File: src/rtl/core/aabbcr_pkg.sv
// Shared types and constants of the AABB collision resolver.
package aabbcr_pkg;

    localparam logic KIND_START    = 1'b0;
    localparam logic KIND_OBSTACLE = 1'b1;

    localparam int              THR_WIDTH = 16;
    localparam logic [15:0]     THR_RESET = 16'd655;

    typedef logic [2:0] t_op_code;

    localparam t_op_code OP_NONE      = 3'd0;
    localparam t_op_code OP_START     = 3'd1;
    localparam t_op_code OP_EVAL      = 3'd2;
    localparam t_op_code OP_PUSH_X    = 3'd3;
    localparam t_op_code OP_PUSH_Y_DN = 3'd4;
    localparam t_op_code OP_PUSH_Y_UP = 3'd5;

    typedef struct packed {
        t_op_code code;
        logic     last;
        logic     ground_init;
    } t_op_ctrl;

endpackage

File: src/rtl/core/aabbcr_fifo.sv
// Small flip-flop queue with first-word fall-through read.
module aabbcr_fifo
    import aabbcr_pkg::*;
#(
    parameter int WIDTH = 8,
    parameter int DEPTH = 4
) (
    input  logic             i_clk,
    input  logic             i_rst_n,
    input  logic             i_push,
    input  logic [WIDTH-1:0] i_wdata,
    output logic             o_full,
    input  logic             i_pop,
    output logic [WIDTH-1:0] o_rdata,
    output logic             o_empty
);

    localparam int AW = (DEPTH > 1) ? $clog2(DEPTH) : 1;
    localparam int NW = $clog2(DEPTH + 1);

    logic [WIDTH-1:0] r_mem [DEPTH];
    logic [AW-1:0]    r_wr_ptr, n_wr_ptr;
    logic [AW-1:0]    r_rd_ptr, n_rd_ptr;
    logic [NW-1:0]    r_count, n_count;
    logic             w_do_push, w_do_pop;

    assign o_full    = (r_count == NW'(DEPTH));
    assign o_empty   = (r_count == '0);
    assign o_rdata   = r_mem[r_rd_ptr];
    assign w_do_push = i_push && !o_full;
    assign w_do_pop  = i_pop && !o_empty;

    always_comb begin
        n_wr_ptr = r_wr_ptr;
        n_rd_ptr = r_rd_ptr;
        n_count  = r_count;
        if (w_do_push) begin
            n_wr_ptr = (r_wr_ptr == AW'(DEPTH - 1)) ? '0 : r_wr_ptr + 1'b1;
        end
        if (w_do_pop) begin
            n_rd_ptr = (r_rd_ptr == AW'(DEPTH - 1)) ? '0 : r_rd_ptr + 1'b1;
        end
        if (w_do_push && !w_do_pop) begin
            n_count = r_count + 1'b1;
        end else if (!w_do_push && w_do_pop) begin
            n_count = r_count - 1'b1;
        end
    end

    always_ff @(posedge i_clk) begin
        if (!i_rst_n) begin
            r_wr_ptr <= '0;
            r_rd_ptr <= '0;
            r_count  <= '0;
        end else begin
            r_wr_ptr <= n_wr_ptr;
            r_rd_ptr <= n_rd_ptr;
            r_count  <= n_count;
        end
    end

    always_ff @(posedge i_clk) begin
        if (w_do_push) begin
            r_mem[r_wr_ptr] <= i_wdata;
        end
    end

    a_count_bound: assert property (@(posedge i_clk) disable iff (!i_rst_n)
        r_count <= NW'(DEPTH))
        else $error("queue count beyond depth");

    a_push_fills: assert property (@(posedge i_clk) disable iff (!i_rst_n)
        (w_do_push && !w_do_pop) |=> (!o_empty && r_count == $past(r_count) + 1'b1))
        else $error("push without pop did not grow the queue");

endmodule

File: src/rtl/core/aabbcr_front.sv
// Front end: accepts requests, tests overlap against the mover box, picks the push axis.
module aabbcr_front
    import aabbcr_pkg::*;
#(
    parameter int COORD_WIDTH = 32
) (
    input  logic                          i_clk,
    input  logic                          i_rst_n,
    input  logic                          i_cfg_we,
    input  logic [THR_WIDTH-1:0]          i_cfg_wdata,
    input  logic                          i_push,
    output logic                          o_full,
    input  logic                          i_kind,
    input  logic signed [COORD_WIDTH-1:0] i_min_x,
    input  logic signed [COORD_WIDTH-1:0] i_min_y,
    input  logic signed [COORD_WIDTH-1:0] i_max_x,
    input  logic signed [COORD_WIDTH-1:0] i_max_y,
    input  logic signed [COORD_WIDTH-1:0] i_pos_x,
    input  logic signed [COORD_WIDTH-1:0] i_pos_y,
    input  logic                          i_is_static,
    input  logic                          i_was_grounded,
    input  logic                          i_last,
    input  logic                          i_q_full,
    output logic                          o_q_push,
    output t_op_ctrl                      o_ctrl,
    output logic [COORD_WIDTH-1:0]        o_val_a,
    output logic signed [COORD_WIDTH:0]   o_val_b
);

    localparam int CW = COORD_WIDTH;
    localparam int PW = COORD_WIDTH + 1;

    logic [THR_WIDTH-1:0]   r_thr;
    logic signed [CW-1:0]   r_box_min_x, r_box_min_y, r_box_max_x, r_box_max_y;
    logic                   r_static;

    logic                   r_s1_valid;
    t_op_code               r_s1_code;
    logic                   r_s1_last;
    logic                   r_s1_gnd;
    logic signed [PW-1:0]   r_p0, r_p1, r_p2, r_p3;

    logic                   w_accept;
    logic                   w_overlap;
    logic signed [PW-1:0]   w_thr, w_mx, w_my;
    logic                   w_sel_r, w_sel_b;

    assign o_full   = r_s1_valid && i_q_full;
    assign w_accept = i_push && !o_full;
    assign o_q_push = r_s1_valid && !i_q_full;

    assign w_overlap = (r_box_max_x > i_min_x) && (r_box_min_x < i_max_x) &&
                       (r_box_max_y > i_min_y) && (r_box_min_y < i_max_y);

    always_ff @(posedge i_clk) begin
        if (!i_rst_n) begin
            r_thr       <= THR_RESET;
            r_box_min_x <= '0;
            r_box_min_y <= '0;
            r_box_max_x <= '0;
            r_box_max_y <= '0;
            r_static    <= 1'b0;
            r_s1_valid  <= 1'b0;
            r_s1_code   <= OP_NONE;
            r_s1_last   <= 1'b0;
            r_s1_gnd    <= 1'b0;
        end else begin
            if (i_cfg_we) begin
                r_thr <= i_cfg_wdata;
            end
            if (w_accept) begin
                r_s1_valid <= 1'b1;
                r_s1_last  <= i_last;
                if (i_kind == KIND_START) begin
                    r_box_min_x <= i_min_x;
                    r_box_min_y <= i_min_y;
                    r_box_max_x <= i_max_x;
                    r_box_max_y <= i_max_y;
                    r_static    <= i_is_static;
                    r_s1_code   <= OP_START;
                    r_s1_gnd    <= i_is_static && i_was_grounded;
                end else begin
                    r_s1_code <= (!r_static && w_overlap) ? OP_EVAL : OP_NONE;
                    r_s1_gnd  <= 1'b0;
                end
            end else if (o_q_push) begin
                r_s1_valid <= 1'b0;
            end
        end
    end

    always_ff @(posedge i_clk) begin
        if (w_accept) begin
            if (i_kind == KIND_START) begin
                r_p0 <= PW'(i_pos_x);
                r_p1 <= PW'(i_pos_y);
                r_p2 <= '0;
                r_p3 <= '0;
            end else begin
                r_p0 <= PW'(r_box_max_x) - PW'(i_min_x);
                r_p1 <= PW'(i_max_x) - PW'(r_box_min_x);
                r_p2 <= PW'(r_box_max_y) - PW'(i_min_y);
                r_p3 <= PW'(i_max_y) - PW'(r_box_min_y);
            end
        end
    end

    assign w_thr   = PW'($signed({1'b0, r_thr}));
    assign w_sel_r = r_p0 < r_p1;
    assign w_sel_b = r_p2 < r_p3;
    assign w_mx    = w_sel_r ? r_p0 : r_p1;
    assign w_my    = w_sel_b ? r_p2 : r_p3;

    always_comb begin
        o_ctrl.last        = r_s1_last;
        o_ctrl.ground_init = r_s1_gnd;
        o_ctrl.code        = r_s1_code;
        o_val_a            = r_p0[CW-1:0];
        o_val_b            = r_p1;
        case (r_s1_code)
            OP_EVAL: begin
                if ((w_mx < w_my) && (w_mx > w_thr)) begin
                    o_ctrl.code = OP_PUSH_X;
                    o_val_b     = w_sel_r ? -r_p0 : r_p1;
                end else if (!(w_mx < w_my) && (w_my > w_thr)) begin
                    o_ctrl.code = w_sel_b ? OP_PUSH_Y_DN : OP_PUSH_Y_UP;
                    o_val_b     = w_sel_b ? -r_p2 : r_p3;
                end else begin
                    o_ctrl.code = OP_NONE;
                end
            end
            default: begin
                o_ctrl.code = r_s1_code;
            end
        endcase
    end

    a_static_ignores: assert property (@(posedge i_clk) disable iff (!i_rst_n)
        (w_accept && i_kind == KIND_OBSTACLE && r_static) |=> (r_s1_code == OP_NONE))
        else $error("obstacle evaluated for a static mover");

endmodule

File: src/rtl/core/aabbcr_back.sv
// Back end: applies push-outs to the position accumulator and emits results.
module aabbcr_back
    import aabbcr_pkg::*;
#(
    parameter int COORD_WIDTH = 32
) (
    input  logic                          i_clk,
    input  logic                          i_rst_n,
    input  logic                          i_q_empty,
    input  t_op_ctrl                      i_ctrl,
    input  logic [COORD_WIDTH-1:0]        i_val_a,
    input  logic signed [COORD_WIDTH:0]   i_val_b,
    output logic                          o_q_pop,
    input  logic                          i_out_full,
    output logic                          o_out_push,
    output logic [COORD_WIDTH-1:0]        o_pos_x,
    output logic [COORD_WIDTH-1:0]        o_pos_y,
    output logic                          o_cvx,
    output logic                          o_cvy,
    output logic                          o_gnd
);

    localparam int CW = COORD_WIDTH;
    localparam int SW = COORD_WIDTH + 2;

    logic signed [CW-1:0] r_acc_x, r_acc_y, n_acc_x, n_acc_y;
    logic                 r_cvx, r_cvy, r_gnd, n_cvx, n_cvy, n_gnd;
    logic signed [CW-1:0] w_operand, w_sat;
    logic signed [SW-1:0] w_sum;
    logic                 w_in_range;

    assign o_q_pop    = !i_q_empty && (!i_ctrl.last || !i_out_full);
    assign o_out_push = o_q_pop && i_ctrl.last;

    assign w_operand  = (i_ctrl.code == OP_PUSH_X) ? r_acc_x : r_acc_y;
    assign w_sum      = SW'(w_operand) + SW'(i_val_b);
    assign w_in_range = (w_sum[SW-1] == w_sum[CW-1]) && (w_sum[CW] == w_sum[CW-1]);
    assign w_sat      = w_in_range ? w_sum[CW-1:0] :
                        (w_sum[SW-1] ? {1'b1, {(CW-1){1'b0}}} : {1'b0, {(CW-1){1'b1}}});

    always_comb begin
        n_acc_x = r_acc_x;
        n_acc_y = r_acc_y;
        n_cvx   = r_cvx;
        n_cvy   = r_cvy;
        n_gnd   = r_gnd;
        case (i_ctrl.code)
            OP_START: begin
                n_acc_x = i_val_a;
                n_acc_y = i_val_b[CW-1:0];
                n_cvx   = 1'b0;
                n_cvy   = 1'b0;
                n_gnd   = i_ctrl.ground_init;
            end
            OP_PUSH_X: begin
                n_acc_x = w_sat;
                n_cvx   = 1'b1;
            end
            OP_PUSH_Y_DN: begin
                n_acc_y = w_sat;
                n_cvy   = 1'b1;
                n_gnd   = 1'b1;
            end
            OP_PUSH_Y_UP: begin
                n_acc_y = w_sat;
                n_cvy   = 1'b1;
            end
            default: begin
                n_acc_x = r_acc_x;
            end
        endcase
    end

    assign o_pos_x = n_acc_x;
    assign o_pos_y = n_acc_y;
    assign o_cvx   = n_cvx;
    assign o_cvy   = n_cvy;
    assign o_gnd   = n_gnd;

    always_ff @(posedge i_clk) begin
        if (!i_rst_n) begin
            r_acc_x <= '0;
            r_acc_y <= '0;
            r_cvx   <= 1'b0;
            r_cvy   <= 1'b0;
            r_gnd   <= 1'b0;
        end else if (o_q_pop) begin
            r_acc_x <= n_acc_x;
            r_acc_y <= n_acc_y;
            r_cvx   <= n_cvx;
            r_cvy   <= n_cvy;
            r_gnd   <= n_gnd;
        end
    end

    a_start_clears: assert property (@(posedge i_clk) disable iff (!i_rst_n)
        (o_q_pop && i_ctrl.code == OP_START) |=> (!r_cvx && !r_cvy))
        else $error("start request left velocity clear flags set");

endmodule

File: src/rtl/core/aabb_collision_resolver.sv
// Top level of the AABB collision resolver: front end, request queue, back end, result queue.
//
// One request is taken per clock while full is low, start and obstacle alike, and the
// block keeps that pace for any run length. A request is registered in the front end with
// its overlap test and push amounts; its push axis is then selected combinationally as it
// enters the request queue, and the back end applies it through a single saturating
// adder on the position accumulator, which is the only feedback path. A result
// passes the front register, request queue and result queue on its way to the result
// ports, and waits in the result queue until popped. The request queue holds MID_DEPTH
// entries and the result queue OUT_DEPTH entries; full rises only once both the front
// register and the request queue are occupied. The threshold register may be written only
// while the block is idle.
module aabb_collision_resolver
    import aabbcr_pkg::*;
#(
    parameter int COORD_WIDTH = 32,
    parameter int MID_DEPTH   = 4,
    parameter int OUT_DEPTH   = 2
) (
    input  logic                          i_clk,
    input  logic                          i_rst_n,
    input  logic                          i_cfg_we,
    input  logic [THR_WIDTH-1:0]          i_cfg_wdata,
    input  logic                          push,
    output logic                          full,
    input  logic                          i_kind,
    input  logic signed [COORD_WIDTH-1:0] i_min_x,
    input  logic signed [COORD_WIDTH-1:0] i_min_y,
    input  logic signed [COORD_WIDTH-1:0] i_max_x,
    input  logic signed [COORD_WIDTH-1:0] i_max_y,
    input  logic signed [COORD_WIDTH-1:0] i_pos_x,
    input  logic signed [COORD_WIDTH-1:0] i_pos_y,
    input  logic                          i_is_static,
    input  logic                          i_was_grounded,
    input  logic                          i_last,
    output logic                          empty,
    input  logic                          pop,
    output logic signed [COORD_WIDTH-1:0] o_new_pos_x,
    output logic signed [COORD_WIDTH-1:0] o_new_pos_y,
    output logic                          o_clear_vel_x,
    output logic                          o_clear_vel_y,
    output logic                          o_grounded
);

    localparam int CW = COORD_WIDTH;
    localparam int CTW = $bits(t_op_ctrl);
    localparam int MW = CTW + CW + CW + 1;
    localparam int OW = CW + CW + 3;

    logic                 w_mid_push, w_mid_full, w_mid_pop, w_mid_empty;
    t_op_ctrl             w_front_ctrl, w_back_ctrl;
    logic [CW-1:0]        w_front_a, w_back_a;
    logic signed [CW:0]   w_front_b, w_back_b;
    logic [MW-1:0]        w_mid_wdata, w_mid_rdata;

    logic                 w_out_push, w_out_full;
    logic [CW-1:0]        w_res_x, w_res_y;
    logic                 w_res_cvx, w_res_cvy, w_res_gnd;
    logic [OW-1:0]        w_out_wdata, w_out_rdata;

    aabbcr_front #(
        .COORD_WIDTH (COORD_WIDTH)
    ) u_front (
        .i_clk          (i_clk),
        .i_rst_n        (i_rst_n),
        .i_cfg_we       (i_cfg_we),
        .i_cfg_wdata    (i_cfg_wdata),
        .i_push         (push),
        .o_full         (full),
        .i_kind         (i_kind),
        .i_min_x        (i_min_x),
        .i_min_y        (i_min_y),
        .i_max_x        (i_max_x),
        .i_max_y        (i_max_y),
        .i_pos_x        (i_pos_x),
        .i_pos_y        (i_pos_y),
        .i_is_static    (i_is_static),
        .i_was_grounded (i_was_grounded),
        .i_last         (i_last),
        .i_q_full       (w_mid_full),
        .o_q_push       (w_mid_push),
        .o_ctrl         (w_front_ctrl),
        .o_val_a        (w_front_a),
        .o_val_b        (w_front_b)
    );

    assign w_mid_wdata = {w_front_ctrl, w_front_a, w_front_b};

    aabbcr_fifo #(
        .WIDTH (MW),
        .DEPTH (MID_DEPTH)
    ) u_mid_q (
        .i_clk   (i_clk),
        .i_rst_n (i_rst_n),
        .i_push  (w_mid_push),
        .i_wdata (w_mid_wdata),
        .o_full  (w_mid_full),
        .i_pop   (w_mid_pop),
        .o_rdata (w_mid_rdata),
        .o_empty (w_mid_empty)
    );

    assign w_back_ctrl = t_op_ctrl'(w_mid_rdata[MW-1 -: CTW]);
    assign w_back_a    = w_mid_rdata[CW+CW : CW+1];
    assign w_back_b    = w_mid_rdata[CW:0];

    aabbcr_back #(
        .COORD_WIDTH (COORD_WIDTH)
    ) u_back (
        .i_clk      (i_clk),
        .i_rst_n    (i_rst_n),
        .i_q_empty  (w_mid_empty),
        .i_ctrl     (w_back_ctrl),
        .i_val_a    (w_back_a),
        .i_val_b    (w_back_b),
        .o_q_pop    (w_mid_pop),
        .i_out_full (w_out_full),
        .o_out_push (w_out_push),
        .o_pos_x    (w_res_x),
        .o_pos_y    (w_res_y),
        .o_cvx      (w_res_cvx),
        .o_cvy      (w_res_cvy),
        .o_gnd      (w_res_gnd)
    );

    assign w_out_wdata = {w_res_x, w_res_y, w_res_cvx, w_res_cvy, w_res_gnd};

    aabbcr_fifo #(
        .WIDTH (OW),
        .DEPTH (OUT_DEPTH)
    ) u_out_q (
        .i_clk   (i_clk),
        .i_rst_n (i_rst_n),
        .i_push  (w_out_push),
        .i_wdata (w_out_wdata),
        .o_full  (w_out_full),
        .i_pop   (pop),
        .o_rdata (w_out_rdata),
        .o_empty (empty)
    );

    assign o_new_pos_x   = w_out_rdata[OW-1 -: CW];
    assign o_new_pos_y   = w_out_rdata[CW+2:3];
    assign o_clear_vel_x = w_out_rdata[2];
    assign o_clear_vel_y = w_out_rdata[1];
    assign o_grounded    = w_out_rdata[0];

endmodule
File: config.mk
export PLATFORM = sky130hd
export DESIGN_NAME = aabb_collision_resolver
export DESIGN_NICKNAME = d
export VERILOG_FILES = /design/src/rtl/core/aabbcr_pkg.sv /design/src/rtl/core/aabbcr_fifo.sv /design/src/rtl/core/aabbcr_front.sv /design/src/rtl/core/aabbcr_back.sv /design/src/rtl/core/aabb_collision_resolver.sv
export SDC_FILE = /design/constraint.sdc
export NUM_CORES = 2
export LEC_CHECK = 0
export BUFFER_PORTS_ARGS = -buffer_cell sky130_fd_sc_hd__buf_4
export CORE_MARGIN = 3
export CORE_UTILIZATION = 45
export DETAILED_ROUTE_END_ITERATION = 16
export GPL_TIMING_DRIVEN = 1
export PLACE_DENSITY = 0.7
export SETUP_SLACK_MARGIN = 0.1
export SLEW_MARGIN = 20
export SYNTH_ARGS = -nofsm -noshare
export SYNTH_HDL_FRONTEND = slang
export SYNTH_SLANG_ARGS = --single-unit
File: constraint.sdc
create_clock -name i_clk -period 6.9 [get_ports i_clk]
set_input_delay 1.035 -clock i_clk [delete_from_list [all_inputs] [get_ports i_clk]]
set_output_delay 1.035 -clock i_clk [all_outputs]
set_load 0.02 [all_outputs]
==> out/metrics.cfg <==
[power]
p_int_w = 0.01176
power_w = 0.01920
pwr-share-comb_pct = 42.6
power_switching_w = 0.007441
seq_power_share_pct = 33.2
swShare_pct = 38.75
vdd_ir_drop_max_uv = 331.7
power_density_nw_per_um2 = 372.4
leakage_nw = 20.33
p_clk_share_pct = 24.2

[grt]
grt_pass1_vias = 33800
grt_max_degree = 130
antenna_found_initial = 7
track_usage_pct = 25.41
grt-ovfl-total = 0
grt_pass1_wl_mm = 202.9

[drt]
first_pass_iters = 6
via_per_inst = 5.829
drc = 0
avgRoutedWirePerCell_um = 22.48
drtIter0Drc = 3148
routed-via-count = 34980
ant_nets = 0
routed_wl_mm = 134.9

[worst_setup_path]
end_kind = flop
startpoint_type = flop
worst-setup-path-type = flop to flop
cp_num_buf_inv = 2
worstPathCellList = ha_1 > nand3_1 > nor4_4 > nand2_2 > nor4b_2 > a21o_2 > xor2_4 > buf_4 > a21boi_0 > ha_1 > nand3_1 > nor3_1 > and3_1 > o21a_1 > a21oi_1 > nand2_1 > a2bb2oi_1 > and3_4 > o211ai_2 > and2_1 > buf_4 > a221oi_1
r2r_setup_slack_ns = 0.53
cp_max_fo = 28
critPathArrivalTime_ns = 6.73
cp_top_family = simple AND/OR/NAND/NOR gates
required_ns = 7.26
critPathMaxStageDelay_ns = 0.65
slowest_stage = a221oi_1

[placed_design]
place_congestion = 0.9542
place.detailed.hpwl_mm = 100.4
postPlaceCellArea_sq_um = 48630
io_buffers = 285
post-place-cells = 5833

[finish]
final_cells = 6001
nets = 5165
layout-drive-gt1-share_pct = 16.36
fillers = 8838
design_area_sq_um = 51560
mostFrequentLayoutCells = nand2_1 (630), edfxtp_1 (546), buf_4 (348)
area_delta_synth_final_pct = 14.57
layout_commonest_cell = nand2_1

[die]
die-area_sq_um = 103800
die_h_um = 322.2
row_count = 115
num_io_pins = 286
floorplan.initialDensity_pct = 45.59
core_area_sq_um = 98710
chipWidth_um = 322.2

[logic_synthesis]
ys_types = 96
synth_fp_nets = 4901
avgSynthCellArea_sq_um = 10.28
synth.yosys.seq_area_share_pct = 46.71
synth_area_sq_um = 45000
synth_ff_type = edfxtp_1
syn_inst = 4376
ys_seq_elements = 777
synth-edff-count = 546
yosysWarnings = 0
ys_async_sr_fraction_pct = 0

[run_status]
status = finished, final reports clean

[cts]
cts-root-buf = clkbuf_16
h-tree-depth = 3
path_clk_slew_ns = 0.06
clock-sinks = 777
tritoncts = done
cts_inserted_buffers = 86
cts_buffer_depth = 3
insertion_delay_ns = 0.68
holdBufCountCts = 0

[timing]
maxSlewViolCount = 0
skew_ns = 0.03690
fmax_ghz = 0.1570
relSlewSlack_pct = 29.84
setup-tns-final_ns = 0
period_minus_slack_ns = 6.369
setup_viol = 0
hold_violations = 0
period_share_pct = 92.31
tightestPinTransition_ns = 1.050
rsz0062_at_grt = no

[worst_hold_path]
hold_path_class = flop to flop

[run]
drv_cap = 0

==> worst register-to-register path, delay by kind of cell, from the launching register on <==
kind | cells | cell delay (ns)
and+or+nand+nor | 10 | 2.04
xor gates and xnor gates | 1 | 0.33
adders and majority gates | 2 | 0.80
DFF | 1 | 0.49
AOI/OAI and AO/OA | 7 | 1.80
buffers and inverters | 2 | 0.59
==> logic make-up (layout without fill, tap and decap cells) <==
group / after synthesis / after routing / synth area share, %
buffers and inverters: 468 / 802 / 4.045
and+or+nand+nor: 1342 / 1343 / 13.65
muxes: 236 / 236 / 7.568
DFF: 777 / 777 / 46.71
adders and majority gates: 308 / 308 / 8.663
AOI/OAI and AO/OA: 1059 / 1060 / 15.73
other: 0 / 1 / 0
xor gates and xnor gates: 186 / 187 / 3.637
==> synth_stat cells, drive strengths merged (79+ instances only) <==
cell type	number	area, sq um
nand2	632	2375
edfxtp	546	16400
ha	302	3779
inv	288	1081
a21oi	246	1242
nor2	244	932.1
o21ai	236	1189
dfxtp	231	4624
a21boi	153	1160
mux2	144	1622
clkbuf	143	536.8
xnor2	119	1042
a21o	116	872.1
nor3	86	430.4
nand3	79	395.4
==> metrics by stage <==
step	hold WS [ns]	setup slack (ns)	utilization [%]
after floorplan	0.4382	1.052	-
after global placement	0.4500	0.4925	49.27
after detailed placement	0.4565	0.3738	49.27
after CTS	0.4641	0.3120	52.16
after global routing	0.4789	0.1584	52.23
final	0.4608	0.5308	52.24
==> power by group through the flow <==
stage               clock network (W)  registers, W  logic (W)
floorplan                           0       0.00635    0.00544
finish                        0.00464       0.00637    0.00819
detailed placement                  0       0.00646    0.00805
global placement                    0       0.00642    0.00798
global route                  0.00490       0.00643    0.00889
CTS                           0.00472       0.00636    0.00809
==> path summary, 6_finish.rpt <==
check | from | endpoint | cells after the start
min | u_front.r_box_min_y[27] | u_front.r_box_min_y[27] | 2
max reg2reg | u_front.r_p2[28] | u_mid_q.r_mem[3][24] | 22
max | u_front.r_p2[28] | u_mid_q.r_mem[3][24] | 22
min reg2reg | u_front.r_box_min_y[27] | u_front.r_box_min_y[27] | 2
==> layout make-up <==
type	count	area, sq um	area share [%]
Tap cell	1287	1610	3.123
Timing Repair Buffer	353	2704	5.244
Sequential cell	777	21030	40.78
Antenna cell	1	2.502	0.004853
Inverter	288	1084	2.101
Multi-Input combinational cell	3134	22280	43.21
Clock buffer	106	2247	4.358
Clock inverter	55	605.6	1.175
==> sequential cells by signal (all words and copies together) (netlist names), 3 cells and up, named ones only <==
register	flops
u_front.r_box_min_x	32
u_front.r_box_max_x	32
u_front.r_box_min_y	32
u_back.r_acc_y	32
u_front.r_p0	33
u_front.r_p1	33
u_out_q.r_mem	134
u_front.r_box_max_y	32
u_front.r_thr	16
u_front.r_p2	33
u_front.r_p3	33
u_mid_q.r_mem	280
u_back.r_acc_x	32
u_mid_q.r_count	3
==> per-layer routing <==
metal  wire, um  vias up  track usage [%]
met3       9885      252            3.890
li1           -    16500                -
met1      59060    16810            35.25
met4       4210        6            7.916
met2      61680     1405            41.14
met5         42        -                0
==> timing repair <==
item                                    CTS  global route
gates resized for setup                   0             2
endpoints found under the setup margin    0           120
buffers inserted                          0             3
Note: power is estimated with default switching activity, not from simulation.
